<file path="src/design/bsm_pkg.sv">
// Package for the bank switch mapper with cycle IRQ counter.
// Holds field widths, request and target codes, register offsets and address constants.
// No dependencies.
`default_nettype none

package bsm_pkg;

	// field widths
	localparam int REQ_TYPE_W = 2;
	localparam int ADDR_W     = 16;
	localparam int DATA_W     = 8;
	localparam int TARGET_W   = 3;
	localparam int IDX_W      = 18;
	localparam int UNMAP_W    = 8;
	localparam int MIRROR_W   = 2;
	localparam int CHR_BANK_W = 8;
	localparam int PRG_BANK_W = 4;
	localparam int COUNT_W    = 16;
	localparam int VARIANT_W  = 3;
	localparam int CHR_REGS   = 8;
	localparam int CHR_SEL_W  = $clog2(CHR_REGS);
	localparam int CHR_WIN_W  = 10;
	localparam int PRG_WIN_W  = 14;

	// configuration port
	localparam int CFG_INDEX_W = 2;
	localparam int CFG_DATA_W  = 4;
	localparam logic [CFG_INDEX_W-1:0] CFG_BOARD_VARIANT = 2'd0;
	localparam logic [CFG_INDEX_W-1:0] CFG_CHR_RAM       = 2'd1;
	localparam logic [CFG_INDEX_W-1:0] CFG_LAST_PRG      = 2'd2;

	// cpu-side prg ram size
	localparam int PRG_RAM_BYTES = 8192;
	localparam int PRG_RAM_AW    = $clog2(PRG_RAM_BYTES);

	// board variants
	localparam logic [VARIANT_W-1:0] VARIANT_DIRECT = 3'd4;
	localparam logic [VARIANT_W-1:0] VARIANT_LATCH  = 3'd5;

	// register bases and offsets
	localparam logic [ADDR_W-1:0] BASE_DIRECT = 16'h6000;
	localparam logic [ADDR_W-1:0] BASE_LATCH  = 16'h8000;
	localparam logic [3:0] REG_PRG    = 4'h8;
	localparam logic [3:0] REG_MIRROR = 4'h9;
	localparam logic [3:0] REG_CTRL   = 4'hA;
	localparam logic [3:0] REG_CNT_LO = 4'hB;
	localparam logic [3:0] REG_CNT_HI = 4'hC;

	// address map
	localparam logic [ADDR_W-1:0] PRG_RAM_LO   = 16'h6000;
	localparam logic [ADDR_W-1:0] PRG_RAM_HI   = 16'h7FFF;
	localparam logic [ADDR_W-1:0] PRG_ROM_LO   = 16'h8000;
	localparam logic [ADDR_W-1:0] PRG_FIXED_LO = 16'hC000;
	localparam logic [ADDR_W-1:0] CHR_TOP      = 16'h2000;
	localparam logic [UNMAP_W-1:0] UNMAPPED_CPU = 8'h00;
	localparam logic [UNMAP_W-1:0] UNMAPPED_PPU = 8'hFF;

	// reset values of configuration
	localparam logic [PRG_BANK_W-1:0] LAST_PRG_RESET = 4'hF;

	typedef enum logic [REQ_TYPE_W-1:0] {
		REQ_CPU_WRITE = 2'd0,
		REQ_CPU_READ  = 2'd1,
		REQ_PPU_READ  = 2'd2,
		REQ_TICK      = 2'd3
	} req_type_t;

	typedef enum logic [TARGET_W-1:0] {
		TGT_NONE    = 3'd0,
		TGT_PRG_RAM = 3'd1,
		TGT_PRG_ROM = 3'd2,
		TGT_CHR_ROM = 3'd3,
		TGT_CHR_RAM = 3'd4
	} target_t;

endpackage

`default_nettype wire

</file>
<file path="src/design/bsm_req_if.sv">
// Request channel interface: valid/ready handshake with bus event payload.
// Depends on bsm_pkg.
`default_nettype none

interface bsm_req_if;
	import bsm_pkg::*;

	logic                  valid;
	logic                  ready;
	logic [REQ_TYPE_W-1:0] req_type;
	logic [ADDR_W-1:0]     bus_addr;
	logic [DATA_W-1:0]     write_data;

	modport source (output valid, output req_type, output bus_addr, output write_data,
		input ready);
	modport sink (input valid, input req_type, input bus_addr, input write_data,
		output ready);
endinterface

`default_nettype wire

</file>
<file path="src/design/bsm_rsp_if.sv">
// Response channel interface: valid/ready handshake with translated access payload.
// Depends on bsm_pkg.
`default_nettype none

interface bsm_rsp_if;
	import bsm_pkg::*;

	logic                valid;
	logic                ready;
	logic [TARGET_W-1:0] target_memory;
	logic [IDX_W-1:0]    mem_index;
	logic [UNMAP_W-1:0]  unmapped_value;
	logic                irq_line;
	logic [MIRROR_W-1:0] mirror_mode;

	modport source (output valid, output target_memory, output mem_index,
		output unmapped_value, output irq_line, output mirror_mode, input ready);
	modport sink (input valid, input target_memory, input mem_index,
		input unmapped_value, input irq_line, input mirror_mode, output ready);
endinterface

`default_nettype wire

</file>
<file path="src/design/bank_switch_mapper_irq_unit.sv">
// Top level of the bank switch mapper with cycle IRQ counter.
// Depends on bsm_pkg, bsm_req_if and bsm_rsp_if.
`default_nettype none

// Takes one bus event per request (cpu write, cpu read, ppu pattern read or
// cpu clock tick) and returns exactly one response per request in the cycle
// after acceptance. A request is taken in every cycle, limited only by the
// single response register: while a response waits on a stalled sink the
// next request is held off. Register writes, counter ticks and address
// translation are all resolved in the accepting cycle from the current bank
// and counter state, so back-to-back ticks decrement the counter once each.
// User must write config (board variant, chr ram present, fixed last prg
// bank) on cfg_we/cfg_index/cfg_data while the block is idle; not enforced.
module bank_switch_mapper_irq_unit (
	input  wire logic                            clk,
	input  wire logic                            arst_n,
	input  wire logic                            cfg_we,
	input  wire logic [bsm_pkg::CFG_INDEX_W-1:0] cfg_index,
	input  wire logic [bsm_pkg::CFG_DATA_W-1:0]  cfg_data,
	bsm_req_if.sink                              req,
	bsm_rsp_if.source                            rsp
);
	import bsm_pkg::*;

	// configuration registers
	logic [VARIANT_W-1:0]  variant_q;
	logic                  chr_ram_q;
	logic [PRG_BANK_W-1:0] last_prg_q;

	// mapper state
	logic [CHR_BANK_W-1:0] chr_bank_q [CHR_REGS];
	logic [CHR_BANK_W-1:0] chr_bank_n [CHR_REGS];
	logic [PRG_BANK_W-1:0] prg_bank_q, prg_bank_n;
	logic [MIRROR_W-1:0]   mirror_q, mirror_n;
	logic                  count_en_q, count_en_n;
	logic [COUNT_W-1:0]    irq_count_q, irq_count_n;
	logic [COUNT_W-1:0]    irq_reload_q, irq_reload_n;
	logic                  irq_pend_q, irq_pend_n;

	// response register
	logic                 rsp_valid_q;
	target_t              target_q, target_n;
	logic [IDX_W-1:0]     index_q, index_n;
	logic [UNMAP_W-1:0]   unmap_q, unmap_n;
	logic                 irq_q;
	logic [MIRROR_W-1:0]  mirror_out_q;

	logic                 req_fire;
	logic                 var_ok;
	logic [ADDR_W-1:0]    reg_base;
	logic                 reg_hit;
	logic [3:0]           reg_off;
	logic [ADDR_W-1:0]    ram_off;
	logic [PRG_BANK_W-1:0] rom_bank;

	// handshake: a new request whenever the response slot is free or draining
	assign req.ready = !rsp_valid_q || rsp.ready;
	assign req_fire  = req.valid && req.ready;

	// register decode at exact addresses
	assign var_ok   = (variant_q == VARIANT_DIRECT) || (variant_q == VARIANT_LATCH);
	assign reg_base = (variant_q == VARIANT_DIRECT) ? BASE_DIRECT : BASE_LATCH;
	assign reg_off  = req.bus_addr[3:0];
	assign reg_hit  = var_ok && (req.bus_addr[ADDR_W-1:4] == reg_base[ADDR_W-1:4])
		&& (reg_off <= REG_CNT_HI);

	assign ram_off  = req.bus_addr - PRG_RAM_LO;
	assign rom_bank = (req.bus_addr < PRG_FIXED_LO) ? prg_bank_q : last_prg_q;

	// next state and response for the request on the input
	always_comb begin
		chr_bank_n   = chr_bank_q;
		prg_bank_n   = prg_bank_q;
		mirror_n     = mirror_q;
		count_en_n   = count_en_q;
		irq_count_n  = irq_count_q;
		irq_reload_n = irq_reload_q;
		irq_pend_n   = irq_pend_q;
		target_n     = TGT_NONE;
		index_n      = '0;
		unmap_n      = UNMAPPED_CPU;

		unique case (req_type_t'(req.req_type))
			REQ_CPU_WRITE: begin
				if (reg_hit) begin
					if (!reg_off[3]) begin
						chr_bank_n[reg_off[CHR_SEL_W-1:0]] = req.write_data;
					end else begin
						unique case (reg_off)
							REG_PRG: begin
								prg_bank_n = req.write_data[PRG_BANK_W-1:0];
							end
							REG_MIRROR: begin
								mirror_n = req.write_data[MIRROR_W-1:0];
							end
							REG_CTRL: begin
								count_en_n = req.write_data[0];
								irq_pend_n = req.write_data[0] && (irq_count_q == '0);
								if (variant_q == VARIANT_LATCH) begin
									irq_count_n = irq_reload_q;
								end
							end
							REG_CNT_LO: begin
								if (variant_q == VARIANT_DIRECT) begin
									irq_count_n[7:0] = req.write_data;
								end else begin
									irq_reload_n[7:0] = req.write_data;
								end
							end
							REG_CNT_HI: begin
								if (variant_q == VARIANT_DIRECT) begin
									irq_count_n[15:8] = req.write_data;
								end else begin
									irq_reload_n[15:8] = req.write_data;
								end
							end
							default: begin
							end
						endcase
					end
				end
			end
			REQ_CPU_READ: begin
				if (req.bus_addr >= PRG_RAM_LO && req.bus_addr <= PRG_RAM_HI) begin
					target_n = TGT_PRG_RAM;
					index_n  = IDX_W'(ram_off[PRG_RAM_AW-1:0]);
				end else if (req.bus_addr >= PRG_ROM_LO) begin
					target_n = TGT_PRG_ROM;
					index_n  = {rom_bank, req.bus_addr[PRG_WIN_W-1:0]};
				end
			end
			REQ_PPU_READ: begin
				if (req.bus_addr < CHR_TOP) begin
					if (chr_ram_q) begin
						target_n = TGT_CHR_RAM;
						index_n  = IDX_W'(req.bus_addr);
					end else begin
						target_n = TGT_CHR_ROM;
						index_n  = {chr_bank_q[req.bus_addr[CHR_WIN_W+CHR_SEL_W-1:CHR_WIN_W]],
							req.bus_addr[CHR_WIN_W-1:0]};
					end
				end else begin
					unmap_n = UNMAPPED_PPU;
				end
			end
			REQ_TICK: begin
				// count down while enabled, flag the irq on zero
				if (count_en_q) begin
					if (irq_count_q == '0) begin
						irq_pend_n = 1'b1;
					end else begin
						irq_count_n = irq_count_q - 1'b1;
					end
				end
			end
			default: begin
			end
		endcase
	end

	// configuration registers
	always_ff @(posedge clk or negedge arst_n) begin
		if (!arst_n) begin
			variant_q  <= VARIANT_DIRECT;
			chr_ram_q  <= 1'b0;
			last_prg_q <= LAST_PRG_RESET;
		end else if (cfg_we) begin
			unique case (cfg_index)
				CFG_BOARD_VARIANT: variant_q  <= cfg_data[VARIANT_W-1:0];
				CFG_CHR_RAM:       chr_ram_q  <= cfg_data[0];
				CFG_LAST_PRG:      last_prg_q <= cfg_data[PRG_BANK_W-1:0];
				default: begin
				end
			endcase
		end
	end

	// mapper state update on each accepted request
	always_ff @(posedge clk or negedge arst_n) begin
		if (!arst_n) begin
			for (int i = 0; i < CHR_REGS; i++) begin
				chr_bank_q[i] <= '0;
			end
			prg_bank_q   <= '0;
			mirror_q     <= '0;
			count_en_q   <= 1'b0;
			irq_count_q  <= '0;
			irq_reload_q <= '0;
			irq_pend_q   <= 1'b0;
		end else if (req_fire) begin
			chr_bank_q   <= chr_bank_n;
			prg_bank_q   <= prg_bank_n;
			mirror_q     <= mirror_n;
			count_en_q   <= count_en_n;
			irq_count_q  <= irq_count_n;
			irq_reload_q <= irq_reload_n;
			irq_pend_q   <= irq_pend_n;
		end
	end

	// response valid
	always_ff @(posedge clk or negedge arst_n) begin
		if (!arst_n) begin
			rsp_valid_q <= 1'b0;
		end else if (req.ready) begin
			rsp_valid_q <= req.valid;
		end
	end

	// response payload
	always_ff @(posedge clk) begin
		if (req_fire) begin
			target_q     <= target_n;
			index_q      <= index_n;
			unmap_q      <= unmap_n;
			irq_q        <= irq_pend_n;
			mirror_out_q <= mirror_n;
		end
	end

	assign rsp.valid          = rsp_valid_q;
	assign rsp.target_memory  = target_q;
	assign rsp.mem_index      = index_q;
	assign rsp.unmapped_value = unmap_q;
	assign rsp.irq_line       = irq_q;
	assign rsp.mirror_mode    = mirror_out_q;

endmodule

`default_nettype wire

</file>
<file path="src/flat_wrapper.sv">
// flat-port wrapper written by rule: the top's interface ports become plain ports
module bank_switch_mapper_irq_unit_flat import bsm_pkg::*;
  (clk, arst_n, cfg_we, cfg_index, cfg_data, req_valid, req_req_type, req_bus_addr, req_write_data, req_ready, rsp_valid, rsp_target_memory, rsp_mem_index, rsp_unmapped_value, rsp_irq_line, rsp_mirror_mode, rsp_ready);
  bsm_req_if req_i ();
  bsm_rsp_if rsp_i ();
  input  wire logic clk;
  input  wire logic arst_n;
  input  wire logic cfg_we;
  input  wire logic [bsm_pkg::CFG_INDEX_W-1:0] cfg_index;
  input  wire logic [bsm_pkg::CFG_DATA_W-1:0] cfg_data;
  input wire logic [$bits(req_i.valid)-1:0] req_valid;
  input wire logic [$bits(req_i.req_type)-1:0] req_req_type;
  input wire logic [$bits(req_i.bus_addr)-1:0] req_bus_addr;
  input wire logic [$bits(req_i.write_data)-1:0] req_write_data;
  output wire logic [$bits(req_i.ready)-1:0] req_ready;
  output wire logic [$bits(rsp_i.valid)-1:0] rsp_valid;
  output wire logic [$bits(rsp_i.target_memory)-1:0] rsp_target_memory;
  output wire logic [$bits(rsp_i.mem_index)-1:0] rsp_mem_index;
  output wire logic [$bits(rsp_i.unmapped_value)-1:0] rsp_unmapped_value;
  output wire logic [$bits(rsp_i.irq_line)-1:0] rsp_irq_line;
  output wire logic [$bits(rsp_i.mirror_mode)-1:0] rsp_mirror_mode;
  input wire logic [$bits(rsp_i.ready)-1:0] rsp_ready;
  assign req_i.valid = req_valid;
  assign req_i.req_type = req_req_type;
  assign req_i.bus_addr = req_bus_addr;
  assign req_i.write_data = req_write_data;
  assign req_ready = req_i.ready;
  assign rsp_valid = rsp_i.valid;
  assign rsp_target_memory = rsp_i.target_memory;
  assign rsp_mem_index = rsp_i.mem_index;
  assign rsp_unmapped_value = rsp_i.unmapped_value;
  assign rsp_irq_line = rsp_i.irq_line;
  assign rsp_mirror_mode = rsp_i.mirror_mode;
  assign rsp_i.ready = rsp_ready;
  bank_switch_mapper_irq_unit u_core (.clk(clk), .arst_n(arst_n), .cfg_we(cfg_we), .cfg_index(cfg_index), .cfg_data(cfg_data), .req(req_i), .rsp(rsp_i));
endmodule
</file>
<file path="config.mk">
export PLATFORM = sky130hd
export DESIGN_NAME = bank_switch_mapper_irq_unit_flat
export DESIGN_NICKNAME = d
export VERILOG_FILES = /design/src/design/bsm_pkg.sv /design/src/design/bsm_req_if.sv /design/src/design/bsm_rsp_if.sv /design/src/design/bank_switch_mapper_irq_unit.sv /design/src/flat_wrapper.sv
export SDC_FILE = /design/constraint.sdc
export NUM_CORES = 1
export LEC_CHECK = 0
export ABC_AREA = 1
export ABC_CLOCK_PERIOD_IN_PS = 5900
export BUFFER_PORTS_ARGS = -buffer_cell sky130_fd_sc_hd__buf_2
export CAP_MARGIN = 30
export CORE_MARGIN = 10
export CORE_UTILIZATION = 28
export CTS_BUF_LIST = sky130_fd_sc_hd__clkbuf_4 sky130_fd_sc_hd__clkbuf_8
export CTS_CLUSTER_DIAMETER = 60
export DETAILED_ROUTE_END_ITERATION = 10
export PLACE_DENSITY_LB_ADDON = 0.05
export SETUP_SLACK_MARGIN = 0.1
export SYNTH_ARGS = -nofsm -noshare
export SYNTH_HDL_FRONTEND = slang
export SYNTH_SLANG_ARGS = --single-unit
</file>
<file path="constraint.sdc">
create_clock -name clk -period 5.9 [get_ports clk]
set_clock_uncertainty 0.1 [all_clocks]
set_input_delay 1.18 -clock clk [delete_from_list [all_inputs] [get_ports clk]]
set_output_delay 1.18 -clock clk [all_outputs]
set_load 0.05 [all_outputs]
</file>
==> results.md, run 1 <==
- Status: finished, final reports clean
- Req. time, crit path: 6.15 ns
- CP startpoint kind: input pin
- CTS tree: built
- Min-Delay Path Class: register to register
- CTS resizes: 0
- Power Density: 305 mW/mm^2
- Worst-Margin Slew: 0.748 ns
- Final critical-path share of the clock period: 54.5%
- RSZ-0062 raised after global routing: no
- Synth cell types: 31
- Critical path arrival: 3.46 ns
- Final min period: 3.22 ns
- Reg clk slew, reported paths: 0.08 ns
- Hold_buf cts: 0
- Setup bufs post-CTS: 0
- Skew-Pair Late Insertion Delay: 0.45 ns
- Clock Tree Buf Depth: 2
- Syn Inst Count: 855
- Number of synthesized flops with an enable pin: 25
- Leakage: 3.62 nW
- Design Area, Final: 0.00792 mm^2
- Setup TNS: 0 ns
- Max cap viols: 0
- Fin. Hold Viols: 0
- Die area: 0.0313 mm^2
- Vias in the first global route: 5,809
- Vias: 5,721
- Max Slew Vio Count: 0
- Iteration-0 DRC Markers: 407
- Clock root cell: clkbuf_8
- Finished Layout Cells: 1,245
- Area leader, netlist: dfrtp_1
- Slew HR: 50.0%
- Core Box Area: 0.0242 mm^2
- Number of buffers and inverters on the critical path: 2
- Most used cell along the critical path: nand2_1
- Total track usage: 14.2%
- CTS Sinks: 138
- Final hold slack: 0.384 ns
- Die Wd: 177 um
- Avg Cell Area, Syn: 8.05 um^2
- Total CTS buffers: 17
- Routability cong.: 0.839
- First-pass GRT wire length: 34,400 um
- Fin nets: 951
- Starting density of the core: 28.4%
- DR vias/cell: 4.60
- Setup CP Type: input pin to register
- Post-DP Area: 0.00747 mm^2
- Initial antenna violation count: 0
- Synth warnings: 0
- CP peak stage delay: 0.57 ns
- Async set-reset flop share out of synthesis: 81.9%
- Synthesized cell area: 0.00688 mm^2
- Worst-path fanout max: 16
- Share of cells above drive strength 1: 12.9%
- Avg WL per Cell: 17.3 um
- Register area: 0.00358 mm^2
- Most used DFF post-synth: dfrtp_1
- # fillers: 2,606
- ANT nets after route: 0
- PortBufs: 70
- Area taken by multi-input logic gates: 0.00276 mm^2
- H-tree depth: 4
- CP max stage cell: nand3_1
- Row cnt: 57
- Layout area overhead: 15.1%
- Top Ports: 71
- Setup crit end kind: register
- Synth Net Count: 898
- Antenna Cells: 0
- Die Y: 177 um
- Drt drc: 0
- Total gr overflow: 0
- Cells after DPL: 1,213
- VDD IR max: 98.5 uV
- Crit-path leading delay family: simple AND/OR/NAND/NOR gates
- Sequential area share after synthesis: 52.1%
- Largest net degree at the start of global routing: 54
- Final setup vio count: 0
- Critical Path, Cell by Cell: buf_2 > inv_1 > nand2_1 > nand2_1 > nand2_1 > nor2_1 > nand4_1 > nor2_4 > nand3_1 > o21ai_0
- Final wirelength: 21,600 um
- 1st-pass router iterations: 5
- Max Fclk: 311 MHz
- Final HPWL DP: 15,600 um
- Synth Register Bits: 138
- Synth top area cells: dfrtp_1 (39%), o21ai_0 (12%), nand2_1 (11%)
- Post-synth top area share: 39.3%
## cell usage after synthesis, drive strengths merged, types with 2 or more instances
cell,n
a211oi,2
a21boi,2
a21oi,24
buf,17
clkbuf,24
dfrtp,108
dfstp,5
edfxtp,25
ha,6
inv,89
mux2,4
nand2,206
nand3,41
nand4,6
nor2,87
nor3,10
o211ai,13
o21ai,167
o221ai,5
o22ai,4
xnor2,3
xor2,3
## report_power, final
group	switching (mW)	internal [mW]
Clock	0.402	0.480
Combinational	0.329	0.130
Sequential	0.0456	1.03
Total	0.777	1.64
## layer usage
layer | GRT usage [%] | part of all wire [%]
met3 | 3.09 | 3.8
met2 | 20.9 | 42
met5 | 0 | 0
met1 | 20.6 | 53
met4 | 3.29 | 0.76
## path summary, 6_finish.rpt
check                      cells past startpoint                    end             startpoint  slack (ns)
hold reg to reg                                2  u_core.chr_bank_q[47]  u_core.chr_bank_q[47]        0.38
setup reg to reg                               8  u_core.chr_bank_q[26]    u_core.variant_q[2]        3.23
setup / recovery                              10  u_core.chr_bank_q[26]        req_bus_addr[0]        2.68
hold / removal                                 2  u_core.chr_bank_q[47]  u_core.chr_bank_q[47]        0.38
max in group asynchronous                      2  u_core.irq_count_q[7]                 arst_n        4.09
min in group asynchronous                      1  u_core.chr_bank_q[16]                 arst_n        0.53
## worst min-delay path: stages, from the launching register on
cell	delay [ns]
dfrtp_1	0.34
nand2_1	0.05
o21ai_0	0.06
## flip-flops by register name (all words and copies together) (netlist names)
signal                     cells
u_core.irq_reload_q           16
u_core.chr_bank_q             64
u_core.variant_q               3
u_core.rsp.irq_line            1
u_core.chr_ram_q               1
u_core.count_en_q              1
u_core.rsp.unmapped_value      1
u_core.rsp.target_memory       3
u_core.last_prg_q              4
u_core.irq_count_q            16
u_core.rsp.valid               1
u_core.rsp.mem_index          18
u_core.mirror_q                2
u_core.irq_pend_q              1
u_core.prg_bank_q              4
u_core.rsp.mirror_mode         2
## stage by stage
stage / setup WS, ns / util, % / total power, mW
floorplan: 2.12 / - / 1.41
detailed placement: 2.19 / 30.8 / 1.56
CTS: 2.67 / 32.7 / 2.46
global route: 2.37 / 32.7 / 2.56
global placement: 2.24 / 30.8 / 1.57
finish: 2.68 / 32.7 / 2.42
## cells in the final DEF, fill, tap and decap left out, types with 5 or more instances in the layout
master and instances:
nor3_1 10, o221ai_1 5, edfxtp_1 25, buf_2 69, o21ai_0 167, dfrtp_1 108
o211ai_1 13, a21oi_1 24, nand4_1 6, nand2_1 206, nand3_1 41, buf_4 6
nor2_1 86, clkbuf_8 18, ha_1 6, dfstp_2 5, inv_1 88
## cells by family after synthesis
| kind of cell | Yosys count | share of synthesized area (%) |
|---|---|---|
| AOI/OAI and AO/OA | 219 | 17.1 |
| muxes | 4 | 0.654 |
| xor gates and xnor gates | 6 | 0.764 |
| buffers and inverters | 130 | 7.83 |
| adders and majority gates | 6 | 1.09 |
| DFF | 138 | 52.1 |
| and+or+nand+nor | 352 | 20.5 |
## area by class of cell
cell class	instances	area share (%)
Clock inverter	13	2.42
Clock buffer	19	3.22
Timing Repair Buffer	75	4.93
Sequential cell	138	45.3
Inverter	89	4.22
Multi-Input combinational cell	587	34.8
Tap cell	324	5.12
Power figures use the tool's default switching activity.
==> run 2, diff against run 1 <==
- ABC_CLOCK_PERIOD_IN_PS: 5900 -> 2700
- clock period: 5.9 -> 2.7 ns (I/O delays scaled with it)
==> results.md, run 2 (synthesis gave the netlist of run 1 again) <==
- VDD IR max: 187 uV (+90%)
- Die area: 0.0313 mm^2 (unchanged)
- Antenna Cells: 0 (unchanged)
- Setup crit end kind: register
- Final critical-path share of the clock period: 87.0%
- Largest net degree at the start of global routing: 62 (+15%)
- Setup CP Type: register to register
- Die Y: 177 um (unchanged)
- Layout area overhead: 18.5%
- Max Slew Vio Count: 0 (unchanged)
- Final wirelength: 22,500 um (+4.2%)
- Final setup vio count: 0 (unchanged)
- Min-Delay Path Class: input pin to register
- Req. time, crit path: 2.92 ns (-3.23 ns)
- HP Start: cfg_data[3]
- Initial antenna violation count: 0 (unchanged)
- Biggest register: u_core.chr_bank_q
- Final min period: 2.35 ns
- Total CTS buffers: 17 (unchanged)
- Worst-path fanout max: 16 (unchanged)
- Total gr overflow: 0 (unchanged)
- CTS Sinks: 138 (unchanged)
- Leading cell types in the layout, fill and taps excluded: nand2_1 (204), o21ai_0 (167), dfrtp_1 (107)
- Starting density of the core: 28.4% (unchanged)
- Commonest non-fill, non-tap cell in the layout: nand2_1
- Fin nets: 981 (+3.2%)
- Die Wd: 177 um (unchanged)
- Slew HR: 57.7% (+7.7 points)
- Top Ports: 71 (unchanged)
- Design Area, Final: 0.00815 mm^2 (+3.0%)
- Vias in the first global route: 5,771 (-0.65%)
- Max FFs per register: 64 (unchanged)
- Post-DP Area: 0.00773 mm^2 (+3.4%)
- Finished Layout Cells: 1,275 (+2.4%)
- Crit path from: u_core.variant_q[2]
- CP startpoint kind: register
- Reg clk slew, reported paths: 0.09 ns (about the same)
- Core Box Area: 0.0242 mm^2 (unchanged)
- Max cap viols: 0 (unchanged)
- Clock root cell: clkbuf_8
- Max Fclk: 426 MHz
- Routability cong.: 0.823 (-1.9%)
- H-tree depth: 4 (unchanged)
- Cells after DPL: 1,242 (+2.4%)
- Avg WL per Cell: 17.6 um (+1.7%)
- Status: finished, final reports clean
- DR vias/cell: 4.62 (+0.51%)
- 1st-pass router iterations: 5 (unchanged)
- Worst-Margin Slew: 0.629 ns (-0.119 ns)
- Pwr Total: 5.23 mW (+120%)
- Critical path arrival: 2.56 ns (-0.90 ns)
- Total track usage: 14.5% (+0.32 points)
- Leakage: 3.75 nW (+3.6%)
- Worst reg2reg startpoint: u_core.variant_q[2]
- PortBufs: 70 (unchanged)
- Final HPWL DP: 16,700 um (+6.7%)
- ANT nets after route: 0 (unchanged)
- First-pass GRT wire length: 34,700 um (+0.92%)
- Drt drc: 0 (unchanged)
- Setup bufs post-CTS: 0 (unchanged)
- Clock Tree Buf Depth: 2 (unchanged)
- Share of cells above drive strength 1: 16.1% (+3.2 points)
- Row cnt: 57 (unchanged)
- RSZ-0062 raised after global routing: no
- Power Density: 641 mW/mm^2 (+110%)
- Fin. Hold Viols: 0 (unchanged)
- Skew-Pair Late Insertion Delay: 0.45 ns (about the same)
- Iteration-0 DRC Markers: 423 (+3.9%)
- Vias: 5,889 (+2.9%)
- CTS tree: built
## run 2: cell types whose count changed in the layout (fill, tap and decap cells not counted), moves of 2 or more
cell,previous run,this run
buf_4,6,33
buf_12,0,2
clkinv_2,1,3
nand2_1,206,204
nand2_2,0,2
## run 2: power breakdown
part	switching (mW)	internal, mW	total, mW
Clock	0.889	0.929	1.82
Sequential	0.0992	2.25	2.35
Combinational	0.738	0.322	1.06
## run 2: path summary, 6_finish.rpt
check,to,slack [ns],cells past startpoint
setup / recovery,u_core.chr_bank_q[18],0.35,10
hold / removal,u_core.last_prg_q[3],0.22,2
setup reg to reg,u_core.chr_bank_q[18],0.35,10
hold reg to reg,u_core.chr_bank_q[51],0.38,2
max in group asynchronous,u_core.irq_reload_q[2],1.34,3
min in group asynchronous,u_core.variant_q[0],0.48,2
## run 2: critical path, stage by stage, from the launching register on
cell     delay, ns
dfstp_2       0.55
nand2_1       0.05
nor2_1        0.29
inv_1         0.07
nand2_1       0.14
nand4_1       0.21
nor2_4        0.22
nand3_1       0.21
buf_4         0.25
nand2_1       0.06
o21ai_0       0.07
## run 2: layout make-up
class                   count  area (um^2)
inverters                  89          338
multi-input cells         587         2770
flip-flops and latches    138         3590
clock buffers              18          241
clock inverters            14          171
repair buffers            105          643
well taps                 324          405
fillers                  2652        16100
## run 2: stage by stage
| stage | hold WS [ns] | setup TNS, ns | setup slack [ns] | utilization (%) |
|---|---|---|---|---|
| 6_report | 0.217 | 0 | 0.352 | 33.6 |
| 5_1_grt | 0.196 | 0 | 0.162 | 33.6 |
| 4_1_cts | 0.185 | 0 | 0.206 | 33.6 |
| 3_5_place_dp | 0.368 | -1.79 | -0.216 | 31.9 |
| 3_3_place_gp | 0.361 | -0.687 | -0.0939 | 31.9 |
| 2_1_floorplan | 0.144 | 0 | 0.141 | - |
## run 2: layer usage
layer	GRT usage, %	vias to the layer above	share of wire (%)
li1	-	2981	-
met1	20.7	2747	51
met2	21.5	143	42
met3	3.14	18	5.5
met4	4.13	0	1.5
met5	0	-	0
## run 2: repair_timing
item / in CTS / in global routing
gates resized for setup: 0 / 1
endpoints found under the hold margin: 23 / 0
hold buffers: 1 / 0
endpoints found under the setup margin: 0 / 8
==> run 3, diff against run 2 <==
- MAX_ROUTING_LAYER: not set -> met4
==> results.md, run 3 (synthesis gave the netlist of run 1 again) <==
- Total track usage: 14.9% (+0.42 points)
- Max FFs per register: 64 (unchanged)
- Top Ports: 71 (unchanged)
- RSZ-0062 raised after global routing: no
- Vias in the first global route: 5,767 (-0.069%)
- VDD IR max: 187 uV (about the same)
- Die Wd: 177 um (unchanged)
- Final HPWL DP: 16,700 um (unchanged)
- Initial antenna violation count: 0 (unchanged)
- Iteration-0 DRC Markers: 415 (-1.9%)
- Status: finished, final reports clean
- CP startpoint kind: register
- CP max stage cell: dfstp_2
- CTS Sinks: 138 (unchanged)
- Place WS: -0.216 ns (unchanged)
- Final hold slack: 0.215 ns (-0.00165 ns)
- Biggest register: u_core.chr_bank_q
- Fin. Hold Viols: 0 (unchanged)
- Final wirelength: 22,500 um (about the same)
- Routability cong.: 0.836 (+1.5%)
- # fillers: 2,652 (unchanged)
- Reg clk slew, reported paths: 0.09 ns (about the same)
- 1st-pass router iterations: 5 (unchanged)
- Util after Layout: 33.6% (unchanged)
- Req. time, crit path: 2.91 ns (about the same)
- Setup bufs post-CTS: 0 (unchanged)
- Share of cells above drive strength 1: 16.1% (unchanged)
- Max Fclk: 425 MHz (-0.23%)
- Avg WL per Cell: 17.6 um (about the same)
- Commonest non-fill, non-tap cell in the layout: nand2_1
- Crit-path leading delay family: simple AND/OR/NAND/NOR gates
- CP peak stage delay: 0.55 ns (about the same)
- Pwr Total: 5.22 mW (about the same)
- Worst-Margin Slew: 0.634 ns (+0.00543 ns)
- Final setup vio count: 0 (unchanged)
- PortBufs: 70 (unchanged)
- Setup TNS: 0 ns (unchanged)
- H-tree depth: 4 (unchanged)
- Worst-path fanout max: 16 (unchanged)
- Area taken by multi-input logic gates: 0.00277 mm^2 (unchanged)
- Antenna Cells: 0 (unchanged)
- ANT nets after route: 0 (unchanged)
- Starting density of the core: 28.4% (unchanged)
- Clock root cell: clkbuf_8
- Setup crit end kind: register
- Slew HR: 57.3% (-0.37 points)
- Crit. path cell count: 10 (unchanged)
- Register area: 0.00359 mm^2 (unchanged)
- Min-Delay Path Class: input pin to register
- Largest net degree at the start of global routing: 62 (unchanged)
- Clock Tree Buf Depth: 2 (unchanged)
- Skew-Pair Late Insertion Delay: 0.45 ns (about the same)
- Setup WS post-layout: 0.346 ns (-0.00542 ns)
- Leakage: 3.75 nW (unchanged)
- Worst Hold Depth: 2 (unchanged)
- Drt drc: 0 (unchanged)
- Total CTS buffers: 17 (unchanged)
- Core Box Area: 0.0242 mm^2 (unchanged)
- Row cnt: 57 (unchanged)
- Worst reg-to-reg path cell count: 10 (unchanged)
- Number of buffers and inverters on the critical path: 2 (unchanged)
- Final min period: 2.35 ns (+0.00542 ns)
- Most used cell along the critical path: nand2_1
- Setup CP Type: register to register
- Vias: 5,881 (-0.14%)
- DR vias/cell: 4.61 (-0.14%)
- First-pass GRT wire length: 34,700 um (about the same)
- Fin nets: 981 (unchanged)
- Leading cell types in the layout, fill and taps excluded: nand2_1 (204), o21ai_0 (167), dfrtp_1 (107)
- Critical path arrival: 2.57 ns (about the same)
- Die Y: 177 um (unchanged)
- Die area: 0.0313 mm^2 (unchanged)
- Final critical-path share of the clock period: 87.2% (+0.20 points)
- Max Slew Vio Count: 0 (unchanged)
- Power Density: 641 mW/mm^2 (about the same)
- Critical Path, Cell by Cell: nand2_1 > nor2_1 > inv_1 > nand2_1 > nand4_1 > nor2_4 > nand3_1 > buf_4 > nand2_1 > o21ai_0
- CTS tree: built
- Layout area overhead: 18.5% (unchanged)
- Max cap viols: 0 (unchanged)
- Total gr overflow: 0 (unchanged)
## run 3: cell type report
class                           count  share of cell area (%)
Inverter                           89                    4.14
Sequential cell                   138                    44.0
Clock buffer                       18                    2.96
Tap cell                          324                    4.97
Timing Repair Buffer              105                    7.89
Multi-Input combinational cell    587                    34.0
Clock inverter                     14                    2.10
## run 3: worst paths after layout
kind                                        from                     to  slack, ns
max in group asynchronous                 arst_n  u_core.chr_bank_q[39]       1.34
max                          u_core.variant_q[2]  u_core.chr_bank_q[23]       0.35
min                                  cfg_data[3]   u_core.last_prg_q[3]       0.22
max reg2reg                  u_core.variant_q[2]  u_core.chr_bank_q[23]       0.35
min reg2reg                u_core.chr_bank_q[51]  u_core.chr_bank_q[51]       0.38
min in group asynchronous                 arst_n    u_core.variant_q[0]       0.48
## run 3: through the flow
stage                     instance area [um^2]  std cells
final                                     8150       1275
after global routing                      8150       1275
after CTS                                 8150       1275
after detailed placement                  7730       1242
after global placement                    7730       1242
after floorplan                           6890        855
## run 3: report_power, final
group          switching, mW  total (mW)  internal [mW]
Clock                  0.888        1.82          0.929
Sequential            0.0981        2.35           2.25
Combinational          0.736        1.06          0.322
Total                   1.72        5.22           3.50
## run 3: timing repair
| action | CTS | global route |
|---|---|---|
| hold buffers | 1 | 0 |
| hold endpoints to repair | 23 | 0 |
| resized for setup | 0 | 1 |
| setup endpoints to repair | 0 | 8 |
## run 3: per-layer routing
metal	GRT usage [%]	wire [um]	up-vias
met5	-	0	-
met4	4.13	334	0
met3	3.01	1210	21
met2	21.6	9450	147
met1	20.7	11500	2723
li1	-	-	2990
